## src/sv/square_waypoint_heading_controller_macros.svh

```systemverilog
// ----------------------------------------------------------------------------
// Square waypoint heading controller: assertion macros
// Shared concurrent assertion forms, clocked and gated by an active-low reset.
// ----------------------------------------------------------------------------
`ifndef SQUARE_WAYPOINT_HEADING_CONTROLLER_MACROS_SVH
`define SQUARE_WAYPOINT_HEADING_CONTROLLER_MACROS_SVH

// Consequent must hold in the same cycle as the antecedent.
`define SWHC_ASSERT_SAME(label, clk, rstn, ante, cons, msg) \
    label: assert property (@(posedge clk) disable iff (!(rstn)) (ante) |-> (cons)) \
        else $error(msg);

// Consequent must hold in the cycle after the antecedent.
`define SWHC_ASSERT_NEXT(label, clk, rstn, ante, cons, msg) \
    label: assert property (@(posedge clk) disable iff (!(rstn)) (ante) |=> (cons)) \
        else $error(msg);

`endif

```

## src/sv/swhc_pkg.sv

```systemverilog
// ----------------------------------------------------------------------------
// Square waypoint heading controller: package
// Field widths, register indexes, reset values, CORDIC angle table, states.
// ----------------------------------------------------------------------------
`default_nettype none

package swhc_pkg;

    // Field widths
    localparam int COORD_W = 12;
    localparam int ANGLE_W = 15;
    localparam int RATE_W  = 14;
    localparam int DIFF_W  = COORD_W + 1;
    localparam int SQ_W    = 2 * COORD_W;
    localparam int D2_W    = SQ_W + 1;
    localparam int CFG_W   = 14;
    localparam int IDX_W   = 3;

    // CORDIC datapath
    localparam int ATAN_ITERATIONS = 16;
    localparam int ANG_TABLE_LEN   = 24;
    localparam int ITER_W          = $clog2(ANG_TABLE_LEN);
    localparam int VEC_W           = 24;
    localparam int Z_W             = 20;
    localparam int ERR_W           = 16;

    localparam logic signed [Z_W-1:0]   HALF_PI_Q16 = 20'sd102944;
    localparam logic signed [ERR_W-1:0] PI_Q12      = 16'sd12868;
    localparam logic signed [ERR_W-1:0] TWO_PI_Q12  = 16'sd25736;

    // Register indexes
    localparam logic [IDX_W-1:0] REG_CORNER_LOW   = 3'd0;
    localparam logic [IDX_W-1:0] REG_CORNER_HIGH  = 3'd1;
    localparam logic [IDX_W-1:0] REG_ARRIVE_RAD   = 3'd2;
    localparam logic [IDX_W-1:0] REG_HEADING_TOL  = 3'd3;
    localparam logic [IDX_W-1:0] REG_DRIVE_SPEED  = 3'd4;
    localparam logic [IDX_W-1:0] REG_TURN_RATE    = 3'd5;

    // Register reset values
    localparam logic [COORD_W-1:0] RST_CORNER_LOW  = 12'd256;
    localparam logic [COORD_W-1:0] RST_CORNER_HIGH = 12'd2304;
    localparam logic [COORD_W-1:0] RST_ARRIVE_RAD  = 12'd26;
    localparam logic [RATE_W-1:0]  RST_HEADING_TOL = 14'd410;
    localparam logic [COORD_W-1:0] RST_DRIVE_SPEED = 12'd512;
    localparam logic [RATE_W-1:0]  RST_TURN_RATE   = 14'd2048;

    typedef enum logic [2:0] {
        ST_IDLE,
        ST_SQ_X,
        ST_SQ_Y,
        ST_SQ_R,
        ST_CHECK,
        ST_ROTATE,
        ST_ERROR,
        ST_DONE
    } swhc_state_t;

    // arctan(2^-i) in Q16 radians, rounded to nearest
    function automatic logic signed [Z_W-1:0] atan_q16(input logic [ITER_W-1:0] idx);
        logic signed [Z_W-1:0] val;
        case (idx)
            5'd0:    val = 20'sd51472;
            5'd1:    val = 20'sd30386;
            5'd2:    val = 20'sd16055;
            5'd3:    val = 20'sd8150;
            5'd4:    val = 20'sd4091;
            5'd5:    val = 20'sd2047;
            5'd6:    val = 20'sd1024;
            5'd7:    val = 20'sd512;
            5'd8:    val = 20'sd256;
            5'd9:    val = 20'sd128;
            5'd10:   val = 20'sd64;
            5'd11:   val = 20'sd32;
            5'd12:   val = 20'sd16;
            5'd13:   val = 20'sd8;
            5'd14:   val = 20'sd4;
            5'd15:   val = 20'sd2;
            5'd16:   val = 20'sd1;
            default: val = '0;
        endcase
        return val;
    endfunction

endpackage

`default_nettype wire

```

## src/sv/square_waypoint_heading_controller.sv

```systemverilog
// ----------------------------------------------------------------------------
// Square waypoint heading controller
// Sequence: squaring pass, arrival check, then, unless the corner is reached,
// the 16 CORDIC iterations on one shared shift-add unit and the heading error step.
// Takes a new pose only after the previous result is loaded into the output register.
// Reset: registers to defaults, corner index to 0, no result pending.
// ----------------------------------------------------------------------------
`default_nettype none

`include "square_waypoint_heading_controller_macros.svh"

module square_waypoint_heading_controller (
    input  wire logic                                aclk,
    input  wire logic                                aresetn,
    // configuration
    input  wire logic                                cfg_wr_en,
    input  wire logic [swhc_pkg::IDX_W-1:0]          cfg_index,
    input  wire logic [swhc_pkg::CFG_W-1:0]          cfg_wdata,
    // pose input
    input  wire logic                                s_valid,
    output logic                                     s_ready,
    input  wire logic [swhc_pkg::COORD_W-1:0]        s_pos_x,
    input  wire logic [swhc_pkg::COORD_W-1:0]        s_pos_y,
    input  wire logic signed [swhc_pkg::ANGLE_W-1:0] s_heading,
    // command output
    output logic                                     m_valid,
    input  wire logic                                m_ready,
    output logic [swhc_pkg::COORD_W-1:0]             m_linear_speed,
    output logic signed [swhc_pkg::ANGLE_W-1:0]      m_angular_speed,
    output logic                                     m_arrived,
    output logic [1:0]                               m_target_corner
);
    import swhc_pkg::*;

    // configuration registers
    logic [COORD_W-1:0] corner_low_reg;
    logic [COORD_W-1:0] corner_high_reg;
    logic [COORD_W-1:0] arrive_radius_reg;
    logic [RATE_W-1:0]  heading_tol_reg;
    logic [COORD_W-1:0] drive_speed_reg;
    logic [RATE_W-1:0]  turn_rate_reg;

    // control
    swhc_state_t        state_reg, state_next;
    logic [1:0]         corner_ptr_reg;
    logic [ITER_W-1:0]  iter_reg;
    logic               out_load;
    logic               m_valid_reg;

    // datapath
    logic signed [DIFF_W-1:0]  dx_reg, dy_reg;
    logic signed [ANGLE_W-1:0] hd_reg;
    logic [D2_W-1:0]           d2_reg;
    logic [SQ_W-1:0]           r2_reg;
    logic signed [VEC_W-1:0]   x_reg, y_reg;
    logic signed [Z_W-1:0]     z_reg;
    logic [COORD_W-1:0]        res_lin_reg;
    logic signed [ANGLE_W-1:0] res_ang_reg;
    logic                      res_arr_reg;

    logic [COORD_W-1:0] m_lin_reg;
    logic signed [ANGLE_W-1:0] m_ang_reg;
    logic               m_arr_reg;
    logic [1:0]         m_corner_reg;

    // ------------------------------------------------------------------
    // configuration writes
    // ------------------------------------------------------------------
    always_ff @(posedge aclk) begin
        if (!aresetn) begin
            corner_low_reg    <= RST_CORNER_LOW;
            corner_high_reg   <= RST_CORNER_HIGH;
            arrive_radius_reg <= RST_ARRIVE_RAD;
            heading_tol_reg   <= RST_HEADING_TOL;
            drive_speed_reg   <= RST_DRIVE_SPEED;
            turn_rate_reg     <= RST_TURN_RATE;
        end else if (cfg_wr_en) begin
            unique case (cfg_index)
                REG_CORNER_LOW:  corner_low_reg    <= cfg_wdata[COORD_W-1:0];
                REG_CORNER_HIGH: corner_high_reg   <= cfg_wdata[COORD_W-1:0];
                REG_ARRIVE_RAD:  arrive_radius_reg <= cfg_wdata[COORD_W-1:0];
                REG_HEADING_TOL: heading_tol_reg   <= cfg_wdata[RATE_W-1:0];
                REG_DRIVE_SPEED: drive_speed_reg   <= cfg_wdata[COORD_W-1:0];
                REG_TURN_RATE:   turn_rate_reg     <= cfg_wdata[RATE_W-1:0];
                default: ;
            endcase
        end
    end

    // ------------------------------------------------------------------
    // target corner and offsets
    // ------------------------------------------------------------------
    logic [COORD_W-1:0]       tgt_x, tgt_y;
    logic signed [DIFF_W-1:0] dx_in, dy_in;

    always_comb begin
        tgt_x = (corner_ptr_reg == 2'd1 || corner_ptr_reg == 2'd2) ?
                corner_high_reg : corner_low_reg;
        tgt_y = corner_ptr_reg[1] ? corner_high_reg : corner_low_reg;
        dx_in = $signed({1'b0, tgt_x}) - $signed({1'b0, s_pos_x});
        dy_in = $signed({1'b0, tgt_y}) - $signed({1'b0, s_pos_y});
    end

    // ------------------------------------------------------------------
    // shared squaring multiplier
    // ------------------------------------------------------------------
    logic signed [DIFF_W-1:0]   mul_op;
    logic signed [2*DIFF_W-1:0] mul_prod;
    logic [SQ_W-1:0]            sq;

    always_comb begin
        case (state_reg)
            ST_SQ_X: mul_op = dx_reg;
            ST_SQ_Y: mul_op = dy_reg;
            default: mul_op = $signed({1'b0, arrive_radius_reg});
        endcase
        mul_prod = mul_op * mul_op;
        sq       = mul_prod[SQ_W-1:0];
    end

    logic arrive;
    logic on_target;
    assign arrive    = d2_reg < {1'b0, r2_reg};
    assign on_target = (dx_reg == '0) && (dy_reg == '0);

    // ------------------------------------------------------------------
    // CORDIC vectoring step and quadrant pre-rotation
    // ------------------------------------------------------------------
    logic signed [VEC_W-1:0] x0, y0, xs, ys, x_step, y_step;
    logic signed [Z_W-1:0]   z_step;

    always_comb begin
        x0 = {{(VEC_W-DIFF_W-8){dx_reg[DIFF_W-1]}}, dx_reg, 8'b0};
        y0 = {{(VEC_W-DIFF_W-8){dy_reg[DIFF_W-1]}}, dy_reg, 8'b0};
        xs = x_reg >>> iter_reg;
        ys = y_reg >>> iter_reg;
        if (!y_reg[VEC_W-1]) begin
            x_step = x_reg + ys;
            y_step = y_reg - xs;
            z_step = z_reg + atan_q16(iter_reg);
        end else begin
            x_step = x_reg - ys;
            y_step = y_reg + xs;
            z_step = z_reg - atan_q16(iter_reg);
        end
    end

    // ------------------------------------------------------------------
    // bearing rounding, heading error wrap and decision
    // ------------------------------------------------------------------
    logic signed [Z_W-1:0]   z_rnd;
    logic signed [ERR_W-1:0] bear, err_raw, err, err_abs;
    logic                    turn;

    always_comb begin
        z_rnd = z_reg + Z_W'(8);
        bear  = z_rnd[Z_W-1:4];
        if (bear > PI_Q12) begin
            bear = PI_Q12;
        end else if (bear < -PI_Q12) begin
            bear = -PI_Q12;
        end
        err_raw = bear - ERR_W'(hd_reg);
        if (err_raw > PI_Q12) begin
            err = err_raw - TWO_PI_Q12;
        end else if (err_raw < -PI_Q12) begin
            err = err_raw + TWO_PI_Q12;
        end else begin
            err = err_raw;
        end
        err_abs = err[ERR_W-1] ? -err : err;
        turn    = $unsigned(err_abs) > {2'b0, heading_tol_reg};
    end

    // ------------------------------------------------------------------
    // sequencer
    // ------------------------------------------------------------------
    always_ff @(posedge aclk) begin
        if (!aresetn) begin
            state_reg <= ST_IDLE;
        end else begin
            state_reg <= state_next;
        end
    end

    always_comb begin
        state_next = state_reg;
        out_load   = 1'b0;
        unique case (state_reg)
            ST_IDLE: begin
                if (s_valid) state_next = ST_SQ_X;
            end
            ST_SQ_X: state_next = ST_SQ_Y;
            ST_SQ_Y: state_next = ST_SQ_R;
            ST_SQ_R: state_next = ST_CHECK;
            ST_CHECK: begin
                if (arrive) begin
                    state_next = ST_DONE;
                end else if (on_target) begin
                    state_next = ST_ERROR;
                end else begin
                    state_next = ST_ROTATE;
                end
            end
            ST_ROTATE: begin
                if (iter_reg == ITER_W'(ATAN_ITERATIONS - 1)) state_next = ST_ERROR;
            end
            ST_ERROR: state_next = ST_DONE;
            ST_DONE: begin
                // hold until the output register is free
                if (!m_valid_reg || m_ready) begin
                    out_load   = 1'b1;
                    state_next = ST_IDLE;
                end
            end
            default: state_next = ST_IDLE;
        endcase
    end

    assign s_ready = (state_reg == ST_IDLE);

    // control registers
    always_ff @(posedge aclk) begin
        if (!aresetn) begin
            corner_ptr_reg <= '0;
            iter_reg       <= '0;
            m_valid_reg    <= 1'b0;
        end else begin
            if (state_reg == ST_CHECK && arrive) begin
                corner_ptr_reg <= corner_ptr_reg + 2'd1;
            end
            if (state_reg == ST_ROTATE) begin
                iter_reg <= iter_reg + ITER_W'(1);
            end else begin
                iter_reg <= '0;
            end
            if (out_load) begin
                m_valid_reg <= 1'b1;
            end else if (m_ready) begin
                m_valid_reg <= 1'b0;
            end
        end
    end

    // datapath registers
    always_ff @(posedge aclk) begin
        case (state_reg)
            ST_IDLE: begin
                if (s_valid) begin
                    dx_reg <= dx_in;
                    dy_reg <= dy_in;
                    hd_reg <= s_heading;
                end
            end
            ST_SQ_X: d2_reg <= {1'b0, sq};
            ST_SQ_Y: d2_reg <= d2_reg + {1'b0, sq};
            ST_SQ_R: r2_reg <= sq;
            ST_CHECK: begin
                res_lin_reg <= '0;
                res_ang_reg <= '0;
                res_arr_reg <= arrive;
                if (dx_reg[DIFF_W-1]) begin
                    // move the vector into the right half plane
                    if (!dy_reg[DIFF_W-1]) begin
                        x_reg <= y0;
                        y_reg <= -x0;
                        z_reg <= HALF_PI_Q16;
                    end else begin
                        x_reg <= -y0;
                        y_reg <= x0;
                        z_reg <= -HALF_PI_Q16;
                    end
                end else begin
                    // a pose on the corner lands here and keeps a zero bearing
                    x_reg <= x0;
                    y_reg <= y0;
                    z_reg <= '0;
                end
            end
            ST_ROTATE: begin
                x_reg <= x_step;
                y_reg <= y_step;
                z_reg <= z_step;
            end
            ST_ERROR: begin
                if (turn) begin
                    res_ang_reg <= err[ERR_W-1] ? -$signed({1'b0, turn_rate_reg})
                                                :  $signed({1'b0, turn_rate_reg});
                end else begin
                    res_lin_reg <= drive_speed_reg;
                end
            end
            default: ;
        endcase
        if (out_load) begin
            m_lin_reg    <= res_lin_reg;
            m_ang_reg    <= res_ang_reg;
            m_arr_reg    <= res_arr_reg;
            m_corner_reg <= corner_ptr_reg;
        end
    end

    assign m_valid         = m_valid_reg;
    assign m_linear_speed  = m_lin_reg;
    assign m_angular_speed = m_ang_reg;
    assign m_arrived       = m_arr_reg;
    assign m_target_corner = m_corner_reg;

    // ------------------------------------------------------------------
    // assertions
    // ------------------------------------------------------------------
    `SWHC_ASSERT_NEXT(a_accept_starts, aclk, aresetn, s_valid && s_ready, state_reg == ST_SQ_X, "pose transfer did not start the squaring pass")
    `SWHC_ASSERT_NEXT(a_corner_advance, aclk, aresetn, state_reg == ST_CHECK && arrive, corner_ptr_reg == 2'($past(corner_ptr_reg) + 2'd1), "corner index did not advance on arrival")
    `SWHC_ASSERT_SAME(a_arrive_stops, aclk, aresetn, m_valid && m_arrived, m_linear_speed == '0 && m_angular_speed == '0, "arrival result carries a motion command")
    `SWHC_ASSERT_SAME(a_drive_or_turn, aclk, aresetn, m_valid && m_linear_speed != '0, m_angular_speed == '0, "result both drives and turns")
    `SWHC_ASSERT_SAME(a_iter_bound, aclk, aresetn, state_reg == ST_ROTATE, iter_reg <= ITER_W'(ATAN_ITERATIONS - 1), "CORDIC iteration count ran past its last step")

endmodule

`default_nettype wire
```

## config.mk

```make
export PLATFORM = sky130hd
export DESIGN_NAME = square_waypoint_heading_controller
export DESIGN_NICKNAME = d
export VERILOG_FILES = /design/src/sv/swhc_pkg.sv /design/src/sv/square_waypoint_heading_controller.sv
export VERILOG_INCLUDE_DIRS = /design/src /design/src/sv
export SDC_FILE = /design/constraint.sdc
export NUM_CORES = 2
export LEC_CHECK = 0
export BUFFER_PORTS_ARGS = -buffer_cell sky130_fd_sc_hd__buf_2
export CORE_MARGIN = 2
export CORE_UTILIZATION = 60
export CTS_BUF_LIST = sky130_fd_sc_hd__clkbuf_4 sky130_fd_sc_hd__clkbuf_8 sky130_fd_sc_hd__clkbuf_16
export DETAILED_ROUTE_END_ITERATION = 8
export GPL_TIMING_DRIVEN = 1
export PLACE_DENSITY = 0.77
export SYNTH_ARGS = -nofsm -noshare
export SYNTH_HDL_FRONTEND = slang
export SYNTH_SLANG_ARGS = --single-unit
```

## constraint.sdc

```tcl
create_clock -name aclk -period 12.5 [get_ports aclk]
set_input_delay 0.625 -clock aclk [delete_from_list [all_inputs] [get_ports aclk]]
set_output_delay 0.625 -clock aclk [all_outputs]
set_load 0.02 [all_outputs]
```

==> Word level (Yosys, flattened, before mapping) <==
Memories as Yosys holds them, arrays and structs flattened. A register that Yosys moved wholly into a read port is not among the register bits.
Cells that the tools add are included.
{ "op_classes": {"add_sub_neg": 19, "multipliers": 1, "magnitude_cmp": 6, "n_eq_ne": 20, "n_shift": 2, "n_mux": 40, "reduce_logical": 24} }
{ "op_table": {"columns": ["operator", "count"], "rows": [
  ["$mux 24", 6],
  ["$mux 20", 5],
  ["$pmux 24 s2", 2],
  ["$mux 16", 5],
  ["$pmux 25 s2", 1],
  ["$add 24x24->24", 2],
  ["$neg 21->24", 2],
  ["$sshr 24x5->24", 2],
  ["$sub 24x24->24", 2],
  ["$pmux 20 s2", 1],
  ["$mux 12", 3],
  ["$gt 16x15->1 const B", 2],
  ["$lt 16x15->1 const B", 2],
  ["$mux 15", 2],
  ["$pmux 15 s2", 1],
  ["$logic_not 13->1", 2],
  ["$pmux 13 s2", 1],
  ["$sub 12x12->13", 2],
  ["$add 25x24->25", 1],
  ["$lt 25x24->1", 1],
  ["$mul 13x13->24", 1],
  ["$pmux 12 s2", 1],
  ["$pmux 3 s8", 1],
  ["$add 20x20->20", 1],
  ["28 further kinds", 63]
]} }
{ "word_totals": {"register_bits": 303, "rom_bits": 1024, "inputBits": 61, "output_inout_bits": 32, "elab_cells": 139, "memories": 2} }
{ "mem_list": {"columns": ["name", "depth", "width", "rd", "rd_clocked_by_memory_dff", "wr", "line_no", "rtl"], "rows": [
  ["(no name shown)", 32, 16, 1, 1, 0, "swhc_pkg.sv:61", "case (idx)"],
  ["(no name shown)", 32, 16, 1, 1, 0, "swhc_pkg.sv:61", null]
]} }

==> Longest topological paths before layout <==
{ "logic_depth": {"depth_word": 13, "depth_mapped": 45, "ltp_nobuf": 40} }

==> Worst setup path after synthesis <==
Ideal clock, no wire load.
{ "synth_timing": {"path_type": "reg-to-reg", "startpoint": "register state_reg[2]", "endpoint": "register d2_reg[23], data pin", "setup_time_ns": 0.260, "t_arrival_ns": 8.590, "required_ns": 12.240, "slack_ns": 3.650, "path_stages_with_launch": 34, "n_path_buf": 2, "period_less_slack_ns": 8.850, "path_cell_list": "dfxtp_1 clkbuf_1 nor3b_1 nor2_1 clkbuf_1 and2_1 a221oi_1 clkinv_1 nand2_1 fa_1 fa_1 inv_1 fa_1 inv_1 fa_1 inv_1 fa_1 inv_1 fa_1 inv_1 ha_1 and3_1 a21oi_1 o21ai_0 o41a_1 a41o_1 o41a_1 xor2_1 ha_1 or3_1 o21ai_0 o21ba_2 xor2_1 mux2_2"} }
{ "synth_between": {"elab_chain_len": 5, "word_cells_on_any_way": 6, "cone_classes": "add/sub (1); mul (1); eq/ne (2); mux (2)"} }
{ "synth_lines": {"columns": ["item", "line_no", "rtl"], "rows": [
  ["start, declared", "square_waypoint_heading_controller.sv:44", "swhc_state_t state_reg, state_next;"],
  ["start signal, assigned", "square_waypoint_heading_controller.sv:182", "state_reg <= state_next;"],
  ["$eq 3x2->1 / $eq 3x1->1 (equally long branches)", "square_waypoint_heading_controller.sv:112", "case (state_reg)"],
  ["$pmux 13 s2 *", "square_waypoint_heading_controller.sv:112", null],
  ["$mul 13x13->24 *", "square_waypoint_heading_controller.sv:117", "mul_prod = mul_op * mul_op;"],
  ["via mul_prod[22]", "square_waypoint_heading_controller.sv:108", "logic signed [2*DIFF_W-1:0] mul_prod;"],
  ["$add 25x24->25 *", "square_waypoint_heading_controller.sv:256", "ST_SQ_Y: d2_reg <= d2_reg + {1'b0, sq};"],
  ["$pmux 25 s2 *", "square_waypoint_heading_controller.sv:247", "case (state_reg)"],
  ["end signal, assigned", "square_waypoint_heading_controller.sv:255", "ST_SQ_X: d2_reg <= {1'b0, sq};"],
  ["end signal, assigned", "square_waypoint_heading_controller.sv:256", null],
  ["end, declared", "square_waypoint_heading_controller.sv:53", "logic [D2_W-1:0] d2_reg;"]
]} }
Mark *: on every way through the listed nets, which the timed path passes. The rest lies on a longest branch.
A chain may end at the register's enable or synchronous reset.

==> Final worst setup path <==
{ "layout_timing": {"startpoint": "register state_reg[1]", "endpoint": "register d2_reg[23], data pin"} }
The elaborated chain is that of the path after synthesis.

==> impl_results.md <==
* Register bit total from synthesis at 318
* Pre-Repair DR Iteration Count at 6
* Hold WC Path Type: input pin to flip-flop
* Max-cap violations at 0
* Post-CTS setup buffer count at 0
* CP max FO at 21
* Max Freq at 94.06 MHz
* Root buffer cell: clkbuf_16
* Area of the core at 0.05027 mm^2
* Outcome: finished, final reports clean
* Post-CTS Hold Fix Bufs at 0
* Initial antenna violation count at 0
* Routed len/inst at 18.82 um
* Post-Route Setup TNS at 0 ps
* RSZ-0062 raised after global routing: false
* R2R setup slack at 1870 ps
* Gpl congestion at 0.9494
* Setup WS post-layout at 1869 ps
* Area contributors post-synth: edfxtp_1 21%, ha_1 10%, fa_1 9.2%
* Initial DRC count at 2,205
* Crit-path most repeated cell: fa_1
* CTS H-tree depth at 2
* CTS Buf Count at 37
* Slew Limit Fails at 0
* Fin. Hold Viols at 0
* CTS tree: done
* Global-route wire length before repair at 125,000 um
* Synth warn at 0
* Sequential share of the synthesized area at 0.2783
* Residual DRC at 0
* Post-synth EDFFs at 215
* Critical Path End: d2_reg[23]
* Critical path start-end classification: flip-flop to flip-flop
* Async SR Flop Fraction at 0
* # clock sinks at 318
* Synthesized area at 0.03060 mm^2
* Vias per cell at 6.063
* Post-DP Area at 0.03147 mm^2
* Synth Flop Type: edfxtp_1
* Crit path from: state_reg[1]
* CP Launch Type: flip-flop
* Post-DP HPWL at 58,900 um
* FF-to-FF End: d2_reg[23]
* Max reg flops at 25
* Synth area leader: edfxtp_1
* CTS max path bufs at 3
* Die X at 229.8 um
* CP Capture Type: flip-flop
* Vias in the first global route at 24,470
* Crit path time final at 10,630 ps
* DP Worst Slack at 2056 ps
* Total Die Area at 0.05283 mm^2
* Initial Utilization at 0.6087
* Die height at 229.8 um
* Synth Net Count at 3,842
* FF-to-FF Start: state_reg[1]
* Final wirelength at 77,260 um
* Antenna Cells at 0
* Synth Instances at 3,393
* Final Net Count at 3,855
* Distinct cells, synth at 105
* DRT antenna net count at 0
* Share of the synthesized area in the top cell type at 0.2110
* Largest net degree at the start of global routing at 83
* Slowest stage cell on the critical path: nor2b_1
* CTS resizes at 0
* Least-Margin Pin Slew at 1125 ps
* Slew HR at 0.2491
* Clock edge transition at the registers on the reported setup and hold paths at 60 ps
* Num ports at 93
* Synthesized area per cell at 9.019 um^2
* Layout cell share with drive strength beyond 1 at 0.1005
* Port Buf Inserts at 92
* Final setup violation count at 0
* Final Cycle Share at 0.8505
* Max incr delay on CP at 710 ps
* Area growth syn-to-layout at 6.926%
* Cell Rows at 82
* Total GRT Usage at 0.2903
* Fin util at 0.6509
* Total global routing overflow at 0
* Reg2reg path depth at 36
* Worst path arrival time at 10,970 ps
* Via Count at 24,900
* Worst-Skew Late Latency at 600 ps
* Final Skew at 26.23 ps
* CP required at 12,840 ps
* Fin area at 0.03272 mm^2
[through the flow]
stage,cells,hold slack (ps)
finish,4106,221.1
global route,4106,193.7
CTS,4106,192.9
detailed placement,4039,404.5
global placement,4039,402.5
floorplan,3393,400.3
[synth_stat cells, types with 44 or more instances]
cell      instances
mux2i_1          44
inv_1           323
clkbuf_1        106
edfxtp_1        215
a21oi_1         181
nor2_1          281
a21o_1           57
xor2_1           92
nand2_1         378
o21ai_0         187
fa_1            140
ha_1            248
nand3_1          55
xnor2_1         147
mux4_2           48
mux2_2           50
a21boi_0         79
dfxtp_1         103
nor3_1           76
[critical path: cells and delay by family (launching register included)]
kind	cells	cell delay [ps]
compound gates	9	2190
xor+xnor	2	370
fa+ha+maj	8	3810
buf+inv	7	1050
flops	1	550
mux	1	260
simple gates	9	2110
[final cells by class]
class	count	area (um^2)
Multi-Input combinational cell	2604	20240
Fill cell	4089	17550
Sequential cell	318	8522
Inverter	331	1242
Clock buffer	44	984.7
Tap cell	672	840.8
Timing Repair Buffer	114	625.6
Clock inverter	23	266.5
[per-layer routing]
metal | GRT usage | share of wire | vias up
met1 | 0.3867 | 0.43 | 11950
li1 | - | - | 11970
met4 | 0.09577 | 0.032 | 0
met3 | 0.03881 | 0.062 | 164
met2 | 0.4896 | 0.48 | 820
met5 | 0 | 0 | -
[worst min path at each step]
stage	start	end	cells past startpoint
after floorplan	res_ang_reg[0]	m_angular_speed[0]	0
after global placement	res_ang_reg[3]	m_angular_speed[3]	0
after detailed placement	res_lin_reg[8]	m_linear_speed[8]	0
after CTS	s_heading[5]	hd_reg[5]	1
after global routing	s_heading[5]	hd_reg[5]	1
final	s_heading[5]	hd_reg[5]	1
[kinds of logic (layout without fill, tap and decap cells)]
family          after synthesis  count (layout)  share of synthesized area
compound gates              790             790                     0.1705
xor+xnor                    242             242                    0.07036
fa+ha+maj                   388             388                     0.1930
buf+inv                     471             512                    0.06080
flops                       318             318                     0.2783
mux                         145             145                    0.06971
simple gates               1039            1039                     0.1573
[cell usage in the layout (no fill, tap or decap), drive strengths merged, types with 45 or more instances in the layout]
master  Yosys  routed
inv       325     325
nand3      58      58
ha        248     248
mux4       48      48
edfxtp    215     215
buf        33     114
a21boi     80      80
o21ai     193     193
nor3       80      80
fa        140     140
xor2       92      92
mux2       52      52
nor2      281     281
xnor2     150     150
nand2     378     378
dfxtp     103     103
mux2i      45      45
a21o       57      57
a21oi     183     183
Power is not shown: default switching activity piles up to over one toggle a cycle in this logic, so the estimate is an artifact.
